<file path="config.mk">
export PLATFORM = sky130hd
export DESIGN_NAME = frame_channel_statistics
export DESIGN_NICKNAME = d
export VERILOG_FILES = /design/src/rtl/fcs_pkg.sv /design/src/rtl/fcs_ctrl.sv /design/src/rtl/fcs_datapath.sv /design/src/rtl/frame_channel_statistics.sv
export SDC_FILE = /design/constraint.sdc
export NUM_CORES = 1
export LEC_CHECK = 0
export BUFFER_PORTS_ARGS = -buffer_cell sky130_fd_sc_hd__buf_2
export CORE_MARGIN = 2
export CORE_UTILIZATION = 25
export DETAILED_ROUTE_END_ITERATION = 10
export PLACE_DENSITY = 0.38
export SLEW_MARGIN = 40
export SYNTH_ARGS = -nofsm -noshare
export SYNTH_HDL_FRONTEND = slang
export SYNTH_SLANG_ARGS = --single-unit
export TNS_END_PERCENT = 1
</file>
<file path="constraint.sdc">
create_clock -name clk -period 6.7 [get_ports clk]
set_input_delay 0.335 -clock clk [delete_from_list [all_inputs] [get_ports clk]]
set_output_delay 0.335 -clock clk [all_outputs]
set_load 0.1 [all_outputs]
</file>
<file path="src/rtl/fcs_pkg.sv">
`timescale 1ns / 1ps
// ----------------------------------------------------------------------------
// fcs_pkg
// Shared widths, register indexes and control structs of the frame channel
// statistics block.
// ----------------------------------------------------------------------------
package fcs_pkg;

    localparam int DATA_W = 16;   // sample and result field width
    localparam int SUM_W  = 40;   // channel sum width
    localparam int PPF_W  = 25;   // pixel count register width
    localparam int CC_W   = 3;    // channel count register width
    localparam int CH_W   = 2;    // channel index width
    localparam int IDX_W  = 1;    // configuration register index width

    localparam logic [IDX_W-1:0] REG_CHANNEL_COUNT    = 1'd0;
    localparam logic [IDX_W-1:0] REG_PIXELS_PER_FRAME = 1'd1;

    // controller to datapath
    typedef struct packed {
        logic acc_en;       // accumulate the accepted item
        logic div_load;     // start the mean division for lane 0
        logic div_step;     // one quotient bit
        logic shift_lanes;  // move lanes down by one channel
        logic clear_all;    // return the lanes and the channel and pixel counters to their reset values
    } fcs_cmd_t;

    // datapath to controller
    typedef struct packed {
        logic frame_end;    // the current item completes the frame
        logic div_done;     // this step gives the final quotient bit
        logic last_ch;      // the result in progress is the last of the frame
    } fcs_status_t;

endpackage

</file>
<file path="src/rtl/fcs_ctrl.sv">
`timescale 1ns / 1ps
// ----------------------------------------------------------------------------
// fcs_ctrl
// Sequencer: accumulates items, then runs one division and one result
// handover per channel at the end of each frame.
// ----------------------------------------------------------------------------
module fcs_ctrl
(
    input  logic                 clk,
    input  logic                 rst_n,
    input  logic                 in_valid,
    output logic                 in_stall,
    output logic                 out_valid,
    input  logic                 out_stall,
    input  fcs_pkg::fcs_status_t status,
    output fcs_pkg::fcs_cmd_t    cmd
);

    typedef enum logic [3:0] {
        S_ACC  = 4'b0001,
        S_LOAD = 4'b0010,
        S_DIV  = 4'b0100,
        S_OUT  = 4'b1000
    } state_t;

    state_t state_reg;
    state_t state_next;
    logic   in_take;
    logic   out_take;

    assign in_stall  = (state_reg != S_ACC);
    assign out_valid = (state_reg == S_OUT);
    assign in_take   = in_valid && (state_reg == S_ACC);
    assign out_take  = out_valid && !out_stall;

    always_comb
    begin
        state_next      = state_reg;
        cmd.acc_en      = 1'b0;
        cmd.div_load    = 1'b0;
        cmd.div_step    = 1'b0;
        cmd.shift_lanes = 1'b0;
        cmd.clear_all   = 1'b0;
        unique case (state_reg)
            S_ACC:
            begin
                cmd.acc_en = in_take;
                if (in_take && status.frame_end)
                begin
                    state_next = S_LOAD;
                end
            end
            S_LOAD:
            begin
                cmd.div_load = 1'b1;
                state_next   = S_DIV;
            end
            S_DIV:
            begin
                cmd.div_step = 1'b1;
                if (status.div_done)
                begin
                    state_next = S_OUT;
                end
            end
            S_OUT:
            begin
                if (out_take)
                begin
                    if (status.last_ch)
                    begin
                        cmd.clear_all = 1'b1;
                        state_next    = S_ACC;
                    end
                    else
                    begin
                        cmd.shift_lanes = 1'b1;
                        state_next      = S_LOAD;
                    end
                end
            end
            default:
            begin
                state_next = S_ACC;
            end
        endcase
    end

    always_ff @(posedge clk or negedge rst_n)
    begin
        if (!rst_n)
        begin
            state_reg <= S_ACC;
        end
        else
        begin
            state_reg <= state_next;
        end
    end

    // no item is taken while a result is on offer
    assert property (@(posedge clk) disable iff (!rst_n) out_valid |-> in_stall)
        else $error("item accepted while a result is pending");

    assert property (@(posedge clk) disable iff (!rst_n)
        (state_reg == S_DIV) && status.div_done |=> (state_reg == S_OUT))
        else $error("finished division did not present a result");

    assert property (@(posedge clk) disable iff (!rst_n)
        out_take && status.last_ch |=> (state_reg == S_ACC))
        else $error("frame did not restart after its last result");

    assert property (@(posedge clk) disable iff (!rst_n)
        out_take && !status.last_ch |=> (state_reg == S_LOAD))
        else $error("next channel division not started");

endmodule

</file>
<file path="src/rtl/fcs_datapath.sv">
`timescale 1ns / 1ps
// ----------------------------------------------------------------------------
// fcs_datapath
// Per-channel sum, minimum and maximum lanes, pixel counting, a restoring
// divider for the mean and the result register.
// ----------------------------------------------------------------------------
module fcs_datapath
#(
    parameter int MAX_CHANNELS = 4,
    parameter int SAMPLE_BITS  = 16
)
(
    input  logic                         clk,
    input  logic                         rst_n,
    input  fcs_pkg::fcs_cmd_t            cmd,
    output fcs_pkg::fcs_status_t         status,
    input  logic [fcs_pkg::CC_W-1:0]     eff_channels,
    input  logic [fcs_pkg::PPF_W-1:0]    eff_pixels,
    input  logic [fcs_pkg::DATA_W-1:0]   sample,
    output logic [fcs_pkg::CH_W-1:0]     channel,
    output logic [fcs_pkg::DATA_W-1:0]   mean_value,
    output logic [fcs_pkg::DATA_W-1:0]   min_value,
    output logic [fcs_pkg::DATA_W-1:0]   max_value,
    output logic                         last_of_frame
);

    localparam int DATA_W = fcs_pkg::DATA_W;
    localparam int SUM_W  = fcs_pkg::SUM_W;
    localparam int PPF_W  = fcs_pkg::PPF_W;
    localparam int CC_W   = fcs_pkg::CC_W;
    localparam int CH_W   = fcs_pkg::CH_W;
    localparam int CMP_W  = SUM_W + 1;
    localparam int IT_W   = $clog2(SAMPLE_BITS);
    localparam logic [DATA_W-1:0] SAMPLE_MASK =
        DATA_W'((32'd1 << SAMPLE_BITS) - 32'd1);
    localparam logic [IT_W-1:0] LAST_IT = IT_W'(SAMPLE_BITS - 1);

    logic [SUM_W-1:0]  sum_reg [MAX_CHANNELS];
    logic [DATA_W-1:0] min_reg [MAX_CHANNELS];
    logic [DATA_W-1:0] max_reg [MAX_CHANNELS];
    logic [SUM_W-1:0]  sum_up  [MAX_CHANNELS];
    logic [DATA_W-1:0] min_up  [MAX_CHANNELS];
    logic [DATA_W-1:0] max_up  [MAX_CHANNELS];

    logic [CH_W-1:0]  cur_ch_reg;
    logic [PPF_W-1:0] pix_cnt_reg;
    logic [CC_W-1:0]  nc_reg;
    logic [PPF_W-1:0] np_reg;
    logic [CH_W-1:0]  out_ch_reg;

    logic [DATA_W-1:0] s;
    logic [CH_W-1:0]   ch_sel;
    logic [CC_W-1:0]   ch_inc;
    logic              pixel_done;
    logic [PPF_W-1:0]  pix_inc;

    logic [PPF_W-1:0]       rem_reg;
    logic [SAMPLE_BITS-1:0] lo_reg;
    logic [SAMPLE_BITS-1:0] q_reg;
    logic                   sat_reg;
    logic [IT_W-1:0]        it_reg;
    logic [PPF_W+1:0]       diff;
    logic                   q_bit;
    logic [PPF_W-1:0]       rem_next;
    logic [SAMPLE_BITS-1:0] q_next;
    logic [CMP_W-1:0]       np_shift;
    logic                   sat;

    logic [CH_W-1:0]   res_ch_reg;
    logic [DATA_W-1:0] res_mean_reg;
    logic [DATA_W-1:0] res_min_reg;
    logic [DATA_W-1:0] res_max_reg;
    logic              res_last_reg;

    // lane k takes over lane k+1 when a result that is not the last of the frame has gone out
    for (genvar k = 0; k < MAX_CHANNELS; k++)
    begin : g_up
        if (k == MAX_CHANNELS - 1)
        begin : g_top
            assign sum_up[k] = '0;
            assign min_up[k] = SAMPLE_MASK;
            assign max_up[k] = '0;
        end
        else
        begin : g_mid
            assign sum_up[k] = sum_reg[k+1];
            assign min_up[k] = min_reg[k+1];
            assign max_up[k] = max_reg[k+1];
        end
    end

    assign s          = DATA_W'(sample[SAMPLE_BITS-1:0]);
    assign ch_sel     = ({1'b0, cur_ch_reg} >= eff_channels) ? '0 : cur_ch_reg;
    assign ch_inc     = CC_W'(ch_sel) + CC_W'(1);
    assign pixel_done = (ch_inc >= eff_channels);
    assign pix_inc    = pix_cnt_reg + PPF_W'(1);

    assign status.frame_end = pixel_done && (pix_inc >= eff_pixels);
    assign status.div_done  = (it_reg == LAST_IT);
    assign status.last_ch   = ((CC_W'(out_ch_reg) + CC_W'(1)) == nc_reg);

    always_ff @(posedge clk or negedge rst_n)
    begin
        if (!rst_n)
        begin
            for (int k = 0; k < MAX_CHANNELS; k++)
            begin
                sum_reg[k] <= '0;
                min_reg[k] <= SAMPLE_MASK;
                max_reg[k] <= '0;
            end
        end
        else
        begin
            for (int k = 0; k < MAX_CHANNELS; k++)
            begin
                if (cmd.clear_all)
                begin
                    sum_reg[k] <= '0;
                    min_reg[k] <= SAMPLE_MASK;
                    max_reg[k] <= '0;
                end
                else if (cmd.shift_lanes)
                begin
                    sum_reg[k] <= sum_up[k];
                    min_reg[k] <= min_up[k];
                    max_reg[k] <= max_up[k];
                end
                else if (cmd.acc_en && (ch_sel == CH_W'(k)))
                begin
                    sum_reg[k] <= sum_reg[k] + SUM_W'(s);
                    if (s < min_reg[k])
                    begin
                        min_reg[k] <= s;
                    end
                    if (s > max_reg[k])
                    begin
                        max_reg[k] <= s;
                    end
                end
            end
        end
    end

    always_ff @(posedge clk or negedge rst_n)
    begin
        if (!rst_n)
        begin
            cur_ch_reg  <= '0;
            pix_cnt_reg <= '0;
            nc_reg      <= CC_W'(1);
            np_reg      <= PPF_W'(1);
            out_ch_reg  <= '0;
        end
        else
        begin
            if (cmd.clear_all)
            begin
                cur_ch_reg  <= '0;
                pix_cnt_reg <= '0;
            end
            else if (cmd.acc_en)
            begin
                if (pixel_done)
                begin
                    cur_ch_reg  <= '0;
                    pix_cnt_reg <= pix_inc;
                end
                else
                begin
                    cur_ch_reg <= ch_inc[CH_W-1:0];
                end
                if (status.frame_end)
                begin
                    nc_reg     <= eff_channels;
                    np_reg     <= eff_pixels;
                    out_ch_reg <= '0;
                end
            end
            else if (cmd.shift_lanes)
            begin
                out_ch_reg <= out_ch_reg + CH_W'(1);
            end
        end
    end

    // mean saturates once the quotient needs more than the sample width
    assign np_shift = CMP_W'(np_reg) << SAMPLE_BITS;
    assign sat      = ({1'b0, sum_reg[0]} >= np_shift);

    assign diff     = {1'b0, rem_reg, lo_reg[SAMPLE_BITS-1]} - {2'b00, np_reg};
    assign q_bit    = !diff[PPF_W+1];
    assign rem_next = q_bit ? diff[PPF_W-1:0]
                            : {rem_reg[PPF_W-2:0], lo_reg[SAMPLE_BITS-1]};
    assign q_next   = {q_reg[SAMPLE_BITS-2:0], q_bit};

    always_ff @(posedge clk or negedge rst_n)
    begin
        if (!rst_n)
        begin
            it_reg <= '0;
        end
        else if (cmd.div_load)
        begin
            it_reg <= '0;
        end
        else if (cmd.div_step)
        begin
            it_reg <= it_reg + IT_W'(1);
        end
    end

    always_ff @(posedge clk)
    begin
        if (cmd.div_load)
        begin
            sat_reg <= sat;
            rem_reg <= PPF_W'(sum_reg[0] >> SAMPLE_BITS);
            lo_reg  <= sum_reg[0][SAMPLE_BITS-1:0];
            q_reg   <= '0;
        end
        else if (cmd.div_step)
        begin
            rem_reg <= rem_next;
            lo_reg  <= lo_reg << 1;
            q_reg   <= q_next;
        end
    end

    always_ff @(posedge clk)
    begin
        if (cmd.div_step && status.div_done)
        begin
            res_ch_reg   <= out_ch_reg;
            res_mean_reg <= sat_reg ? SAMPLE_MASK : DATA_W'(q_next);
            res_min_reg  <= min_reg[0];
            res_max_reg  <= max_reg[0];
            res_last_reg <= status.last_ch;
        end
    end

    assign channel       = res_ch_reg;
    assign mean_value    = res_mean_reg;
    assign min_value     = res_min_reg;
    assign max_value     = res_max_reg;
    assign last_of_frame = res_last_reg;

endmodule

</file>
<file path="src/rtl/frame_channel_statistics.sv">
`timescale 1ns / 1ps
// ----------------------------------------------------------------------------
// frame_channel_statistics
// Per-channel mean, minimum and maximum over a frame of interleaved samples.
// ----------------------------------------------------------------------------
// throughput: one sample per cycle inside a frame
// frame end: per channel a load state and SAMPLE_BITS divider steps
// (the shared restoring divider), then the result waits for the sink
// input stalls from the last sample of a frame until its last result is taken
// reset: channel_count 3, pixels_per_frame 1, sums and maxima cleared, minima all ones
module frame_channel_statistics
#(
    parameter int MAX_CHANNELS = 4,
    parameter int SAMPLE_BITS  = 16,
    parameter int COUNT_BITS   = 24
)
(
    input  logic                          clk,
    input  logic                          rst_n,
    input  logic                          cfg_write,
    input  logic [fcs_pkg::IDX_W-1:0]     cfg_index,
    input  logic [fcs_pkg::PPF_W-1:0]     cfg_data,
    input  logic                          in_valid,
    output logic                          in_stall,
    input  logic [fcs_pkg::DATA_W-1:0]    sample,
    output logic                          out_valid,
    input  logic                          out_stall,
    output logic [fcs_pkg::CH_W-1:0]      channel,
    output logic [fcs_pkg::DATA_W-1:0]    mean_value,
    output logic [fcs_pkg::DATA_W-1:0]    min_value,
    output logic [fcs_pkg::DATA_W-1:0]    max_value,
    output logic                          last_of_frame
);

    localparam int CC_W  = fcs_pkg::CC_W;
    localparam int PPF_W = fcs_pkg::PPF_W;
    localparam logic [PPF_W-1:0] COUNT_LIMIT  = PPF_W'(1) << COUNT_BITS;
    localparam logic [CC_W-1:0]  CHANNEL_LIMIT = CC_W'(MAX_CHANNELS);

    logic [CC_W-1:0]  chan_count_reg;
    logic [PPF_W-1:0] pixels_reg;
    logic [CC_W-1:0]  eff_channels;
    logic [PPF_W-1:0] eff_pixels;

    fcs_pkg::fcs_cmd_t    cmd;
    fcs_pkg::fcs_status_t status;

    always_ff @(posedge clk or negedge rst_n)
    begin
        if (!rst_n)
        begin
            chan_count_reg <= CC_W'(3);
            pixels_reg     <= PPF_W'(1);
        end
        else if (cfg_write)
        begin
            unique case (cfg_index)
                fcs_pkg::REG_CHANNEL_COUNT:    chan_count_reg <= cfg_data[CC_W-1:0];
                fcs_pkg::REG_PIXELS_PER_FRAME: pixels_reg     <= cfg_data;
                default:                       ;
            endcase
        end
    end

    // out of range settings clamp to the nearest legal value
    always_comb
    begin
        if (chan_count_reg == '0)
        begin
            eff_channels = CC_W'(1);
        end
        else if (chan_count_reg > CHANNEL_LIMIT)
        begin
            eff_channels = CHANNEL_LIMIT;
        end
        else
        begin
            eff_channels = chan_count_reg;
        end

        if (pixels_reg == '0)
        begin
            eff_pixels = PPF_W'(1);
        end
        else if (pixels_reg > COUNT_LIMIT)
        begin
            eff_pixels = COUNT_LIMIT;
        end
        else
        begin
            eff_pixels = pixels_reg;
        end
    end

    fcs_ctrl u_ctrl
    (
        .clk       (clk),
        .rst_n     (rst_n),
        .in_valid  (in_valid),
        .in_stall  (in_stall),
        .out_valid (out_valid),
        .out_stall (out_stall),
        .status    (status),
        .cmd       (cmd)
    );

    fcs_datapath
    #(
        .MAX_CHANNELS (MAX_CHANNELS),
        .SAMPLE_BITS  (SAMPLE_BITS)
    )
    u_datapath
    (
        .clk           (clk),
        .rst_n         (rst_n),
        .cmd           (cmd),
        .status        (status),
        .eff_channels  (eff_channels),
        .eff_pixels    (eff_pixels),
        .sample        (sample),
        .channel       (channel),
        .mean_value    (mean_value),
        .min_value     (min_value),
        .max_value     (max_value),
        .last_of_frame (last_of_frame)
    );

endmodule

</file>
==> metrics.md <==
| Metric | Value |
|---|---|
| Fin nets | `3694` |
| Reg2Reg Setup Slack | `2.21 ns` |
| Syn Area/Cell | `9.27 sq um` |
| CTS root buf | `clkbuf_16` |
| Cell count after synthesis | `3286` |
| Clock Tree Buf Depth | `3` |
| Final setup vio count | `0` |
| Final ANT Viol Nets | `0` |
| Worst Setup Path Type | `flop to flop` |
| Port Buf Inserts | `99` |
| M2 GR Usage | `24.8%` |
| CTS tree | `done` |
| YS warnings | `0` |
| Total Routed Length | `98.6 mm` |
| Minimum clock period | `4.49 ns` |
| Worst-Margin Slew | `0.789 ns` |
| Core Region | `121000 sq um` |
| Setup crit end kind | `flop` |
| Reg-to-Reg Start | `u_datapath.pix_cnt_reg[0]` |
| Setup bufs post-CTS | `0` |
| Crit-path max FO | `13` |
| Worst hold slack | `0.0548 ns` |
| Async SR Flop Fraction | `77.9%` |
| Power per standard cell area | `345 nW/um^2` |
| Net Switching | `4.46 mW` |
| Reg2Reg Depth | `18` |
| Leakage | `15.7 nW` |
| DRC | `0` |
| Initial antenna violation count | `2` |
| DRC marker count from the first detailed-route iteration | `1602` |
| Inserted Clock Buffers | `61` |
| Detailed placement HPWL | `69.2 mm` |
| RD Place Congestion | `0.789` |
| Synth area leader | `dfrtp_1` |
| Fin Setup TNS | `0 ns` |
| Min-delay src | `cfg_index` |
| Vias post-DR | `24400` |
| Max_cap viols | `0` |
| Leading post-synthesis cells by cell area | `dfrtp_1 26%, ha_1 11%, edfxtp_1 9.1%, dfstp_2 6.0%, nand2_1 4.4%` |
| M1 GR Usage | `23.0%` |
| Initial Utilization | `25.1%` |
| Cell Area, Synth | `30500 sq um` |
| # IOs | `100` |
| DIE AREA | `125000 sq um` |
| Max FFs per register | `160` |
| Final hold vios | `0` |
| Hold Path Sink | `chan_count_reg[2]` |
| Crit-path cells | `ha_1 -> nand3_1 -> or2_2 -> nor3_1 -> and4_1 -> nand2_1 -> xnor2_1 -> ha_1 -> a21o_1 -> a21o_1 -> a21oi_1 -> o21ai_0 -> a211o_1 -> a41oi_1 -> a211oi_4 -> buf_4 -> buf_4 -> mux2i_1` |
| Fin. max-slew vios | `0` |
| Area Overhead vs Synth | `16.0%` |
| RSZ-0062 raised after global routing | `false` |
| GR peak layer | `met2` |
| Grt met3 use | `1.89%` |
| Slew margin rel. | `47.2%` |
| First-pass GRT wire length | `154 mm` |
| Final worst-path cycle share | `67.0%` |
| Maximum vdd ir drop | `224 uV` |
| Number of flops mapped to enable cells by yosys | `92` |
| CTS Sinks | `489` |
| Gate power share | `34.7%` |
| Synth unique cells | `80` |
| Clk slew on worst S/H paths | `0.06 ns` |
| Fmax | `223 MHz` |
| R2R Path End | `u_datapath.np_reg[7]` |
| Largest net degree at the start of global routing | `122` |
| Die Wd | `353 um` |
| Worst Hold Class | `input pin to flop` |
| Most frequent cell after synthesis | `nand2_1` |
| Depth of the CTS H-tree | `2` |
| Critical Path RT | `7.24 ns` |
| DRT Pass-1 Iters | `5` |
| Synth Flop Type | `dfrtp_1` |
| Storage cell area | `12700 sq um` |
| Sequential share of the synthesized area | `41.7%` |
| Routed wire per std cell | `19.5 um` |
| Startpoint types | `flop` |
| Grt total ovfl | `0` |
| CTS Hold Bufs | `28` |
| Drt via density | `4.83` |
| Synth top area share | `25.6%` |
| Num rows | `128` |
| Vias in the first global route | `24700` |
| Global Route Usage Sum | `15.8%` |
| Slowest library cell on the worst path | `dfrtp_1` |
| Pwr Total | `12.2 mW` |
| Worst path max stage delay | `0.44 ns` |
| Share of layout cells above drive strength 1 | `11.8%` |
| DP Cell Count | `4900` |
| Synth Register Bits | `489` |
| P_int | `7.72 mW` |
| Skew final | `0.0334 ns` |
| Post-Layout Cell Count | `5046` |
| CP delay by family, top | `simple AND/OR/NAND/NOR gates` |
| Post-CTS Resized | `0` |
| Area occupied by multi-input gates | `16500 sq um` |
| Status | `complete, no violations` |
| Chip Height | `353 um` |
| Worst hold stages | `4` |
| Share of power burned in registers | `36.8%` |
| Data arrival time of the worst path | `5.03 ns` |
| Fill cells | `12900` |
| Crit path buffers/inverters | `2` |
| Mapped Nets | `3612` |
| Net Sw Frac | `36.6%` |
| Top cells by count, synth | `354 x nand2_1, 311 x dfrtp_1, 274 x ha_1, 228 x o21ai_0, 219 x a21oi_1` |
| Clock share of power | `28.5%` |
| Clk Latency, worst-skew pair | `0.66 ns` |
[how the worst max path moves through the flow]
| stage | start | endpoint | slack [ns] | cells past startpoint |
|---|---|---|---|---|
| after floorplan | u_datapath.pix_cnt_reg[0] | u_datapath.np_reg[12] | 2.76 | 21 |
| after global placement | u_datapath.pix_cnt_reg[0] | u_datapath.np_reg[22] | 1.96 | 16 |
| after detailed placement | u_datapath.pix_cnt_reg[0] | u_datapath.np_reg[11] | 2.19 | 18 |
| after CTS | u_datapath.pix_cnt_reg[0] | u_datapath.np_reg[7] | 2.18 | 18 |
| after global routing | u_datapath.pix_cnt_reg[0] | u_datapath.np_reg[11] | 1.74 | 18 |
| final | u_datapath.pix_cnt_reg[0] | u_datapath.np_reg[7] | 2.21 | 18 |
[kinds of logic after synthesis]
kind of cell / count (synthesis) / synth area share, %
mux: 107 / 3.64
fa+ha+maj: 280 / 11.6
buf+inv: 364 / 4.59
compound gates: 907 / 19.2
xor+xnor: 122 / 3.51
simple gates: 1017 / 15.7
flops: 489 / 41.7
[through the flow]
| step | utilization, % | worst slack (ns) | cell area, sq um |
|---|---|---|---|
| floorplan | - | 2.76 | 30500 |
| global placement | 27.1 | 1.96 | 32900 |
| detailed placement | 27.1 | 2.19 | 32900 |
| CTS | 29.1 | 2.18 | 35300 |
| global route | 29.1 | 1.74 | 35300 |
| finish | 29.1 | 2.21 | 35300 |
[routing by layer]
| metal | vias up | routed length, um |
|---|---|---|
| met5 | - | 16 |
| met4 | 2 | 1890 |
| met3 | 97 | 2890 |
| met2 | 338 | 43400 |
| met1 | 11800 | 50500 |
| li1 | 12200 | - |
[power by group through the flow]
stage / Combinational [mW] / Sequential [mW] / Clock [mW]
2_1_floorplan: 3.24 / 4.24 / 0
3_3_place_gp: 4.25 / 4.54 / 0
3_5_place_dp: 4.24 / 4.54 / 0
4_1_cts: 4.28 / 4.49 / 3.60
5_1_grt: 4.88 / 4.59 / 3.70
6_report: 4.23 / 4.49 / 3.47
[layout by cell type (no fill, tap or decap), types with 33 or more instances in the layout]
cell       synthesis  routed
a21oi_1          219     219
nand3_1          174     172
xor2_1            45      45
a21o_1           112     112
edfxtp_1          92      92
a31oi_1           35      33
nand2_1          354     352
buf_4              2      41
nor2_1           196     191
a211oi_1          35      34
dfrtp_1          311     311
mux2i_1           76      76
o311ai_0          40      40
o21ai_0          228     225
nand4_1           45      45
xnor2_1           77      77
clkbuf_16          0      63
inv_1            206     205
dfstp_2           70      70
nor3_1            74      73
and3_1            34      34
buf_2             19      98
o211ai_1          48      48
ha_1             274     274
[worst min-delay path, stage by stage]
cell and delay, ns:
buf_2 0.08, nor2b_1 0.08, nand2_1 0.07, o21ai_0 0.07
[area by class of cell]
class / instances / area share, %
flip-flops and latches: 489 / 36.0
multi-input cells: 2433 / 46.6
clock buffers: 92 / 5.22
inverters: 207 / 2.20
clock inverters: 22 / 0.683
well taps: 1625 / 5.75
repair buffers: 176 / 3.57
diodes: 2 / 0.0142
(Power assumes the default switching activity.)
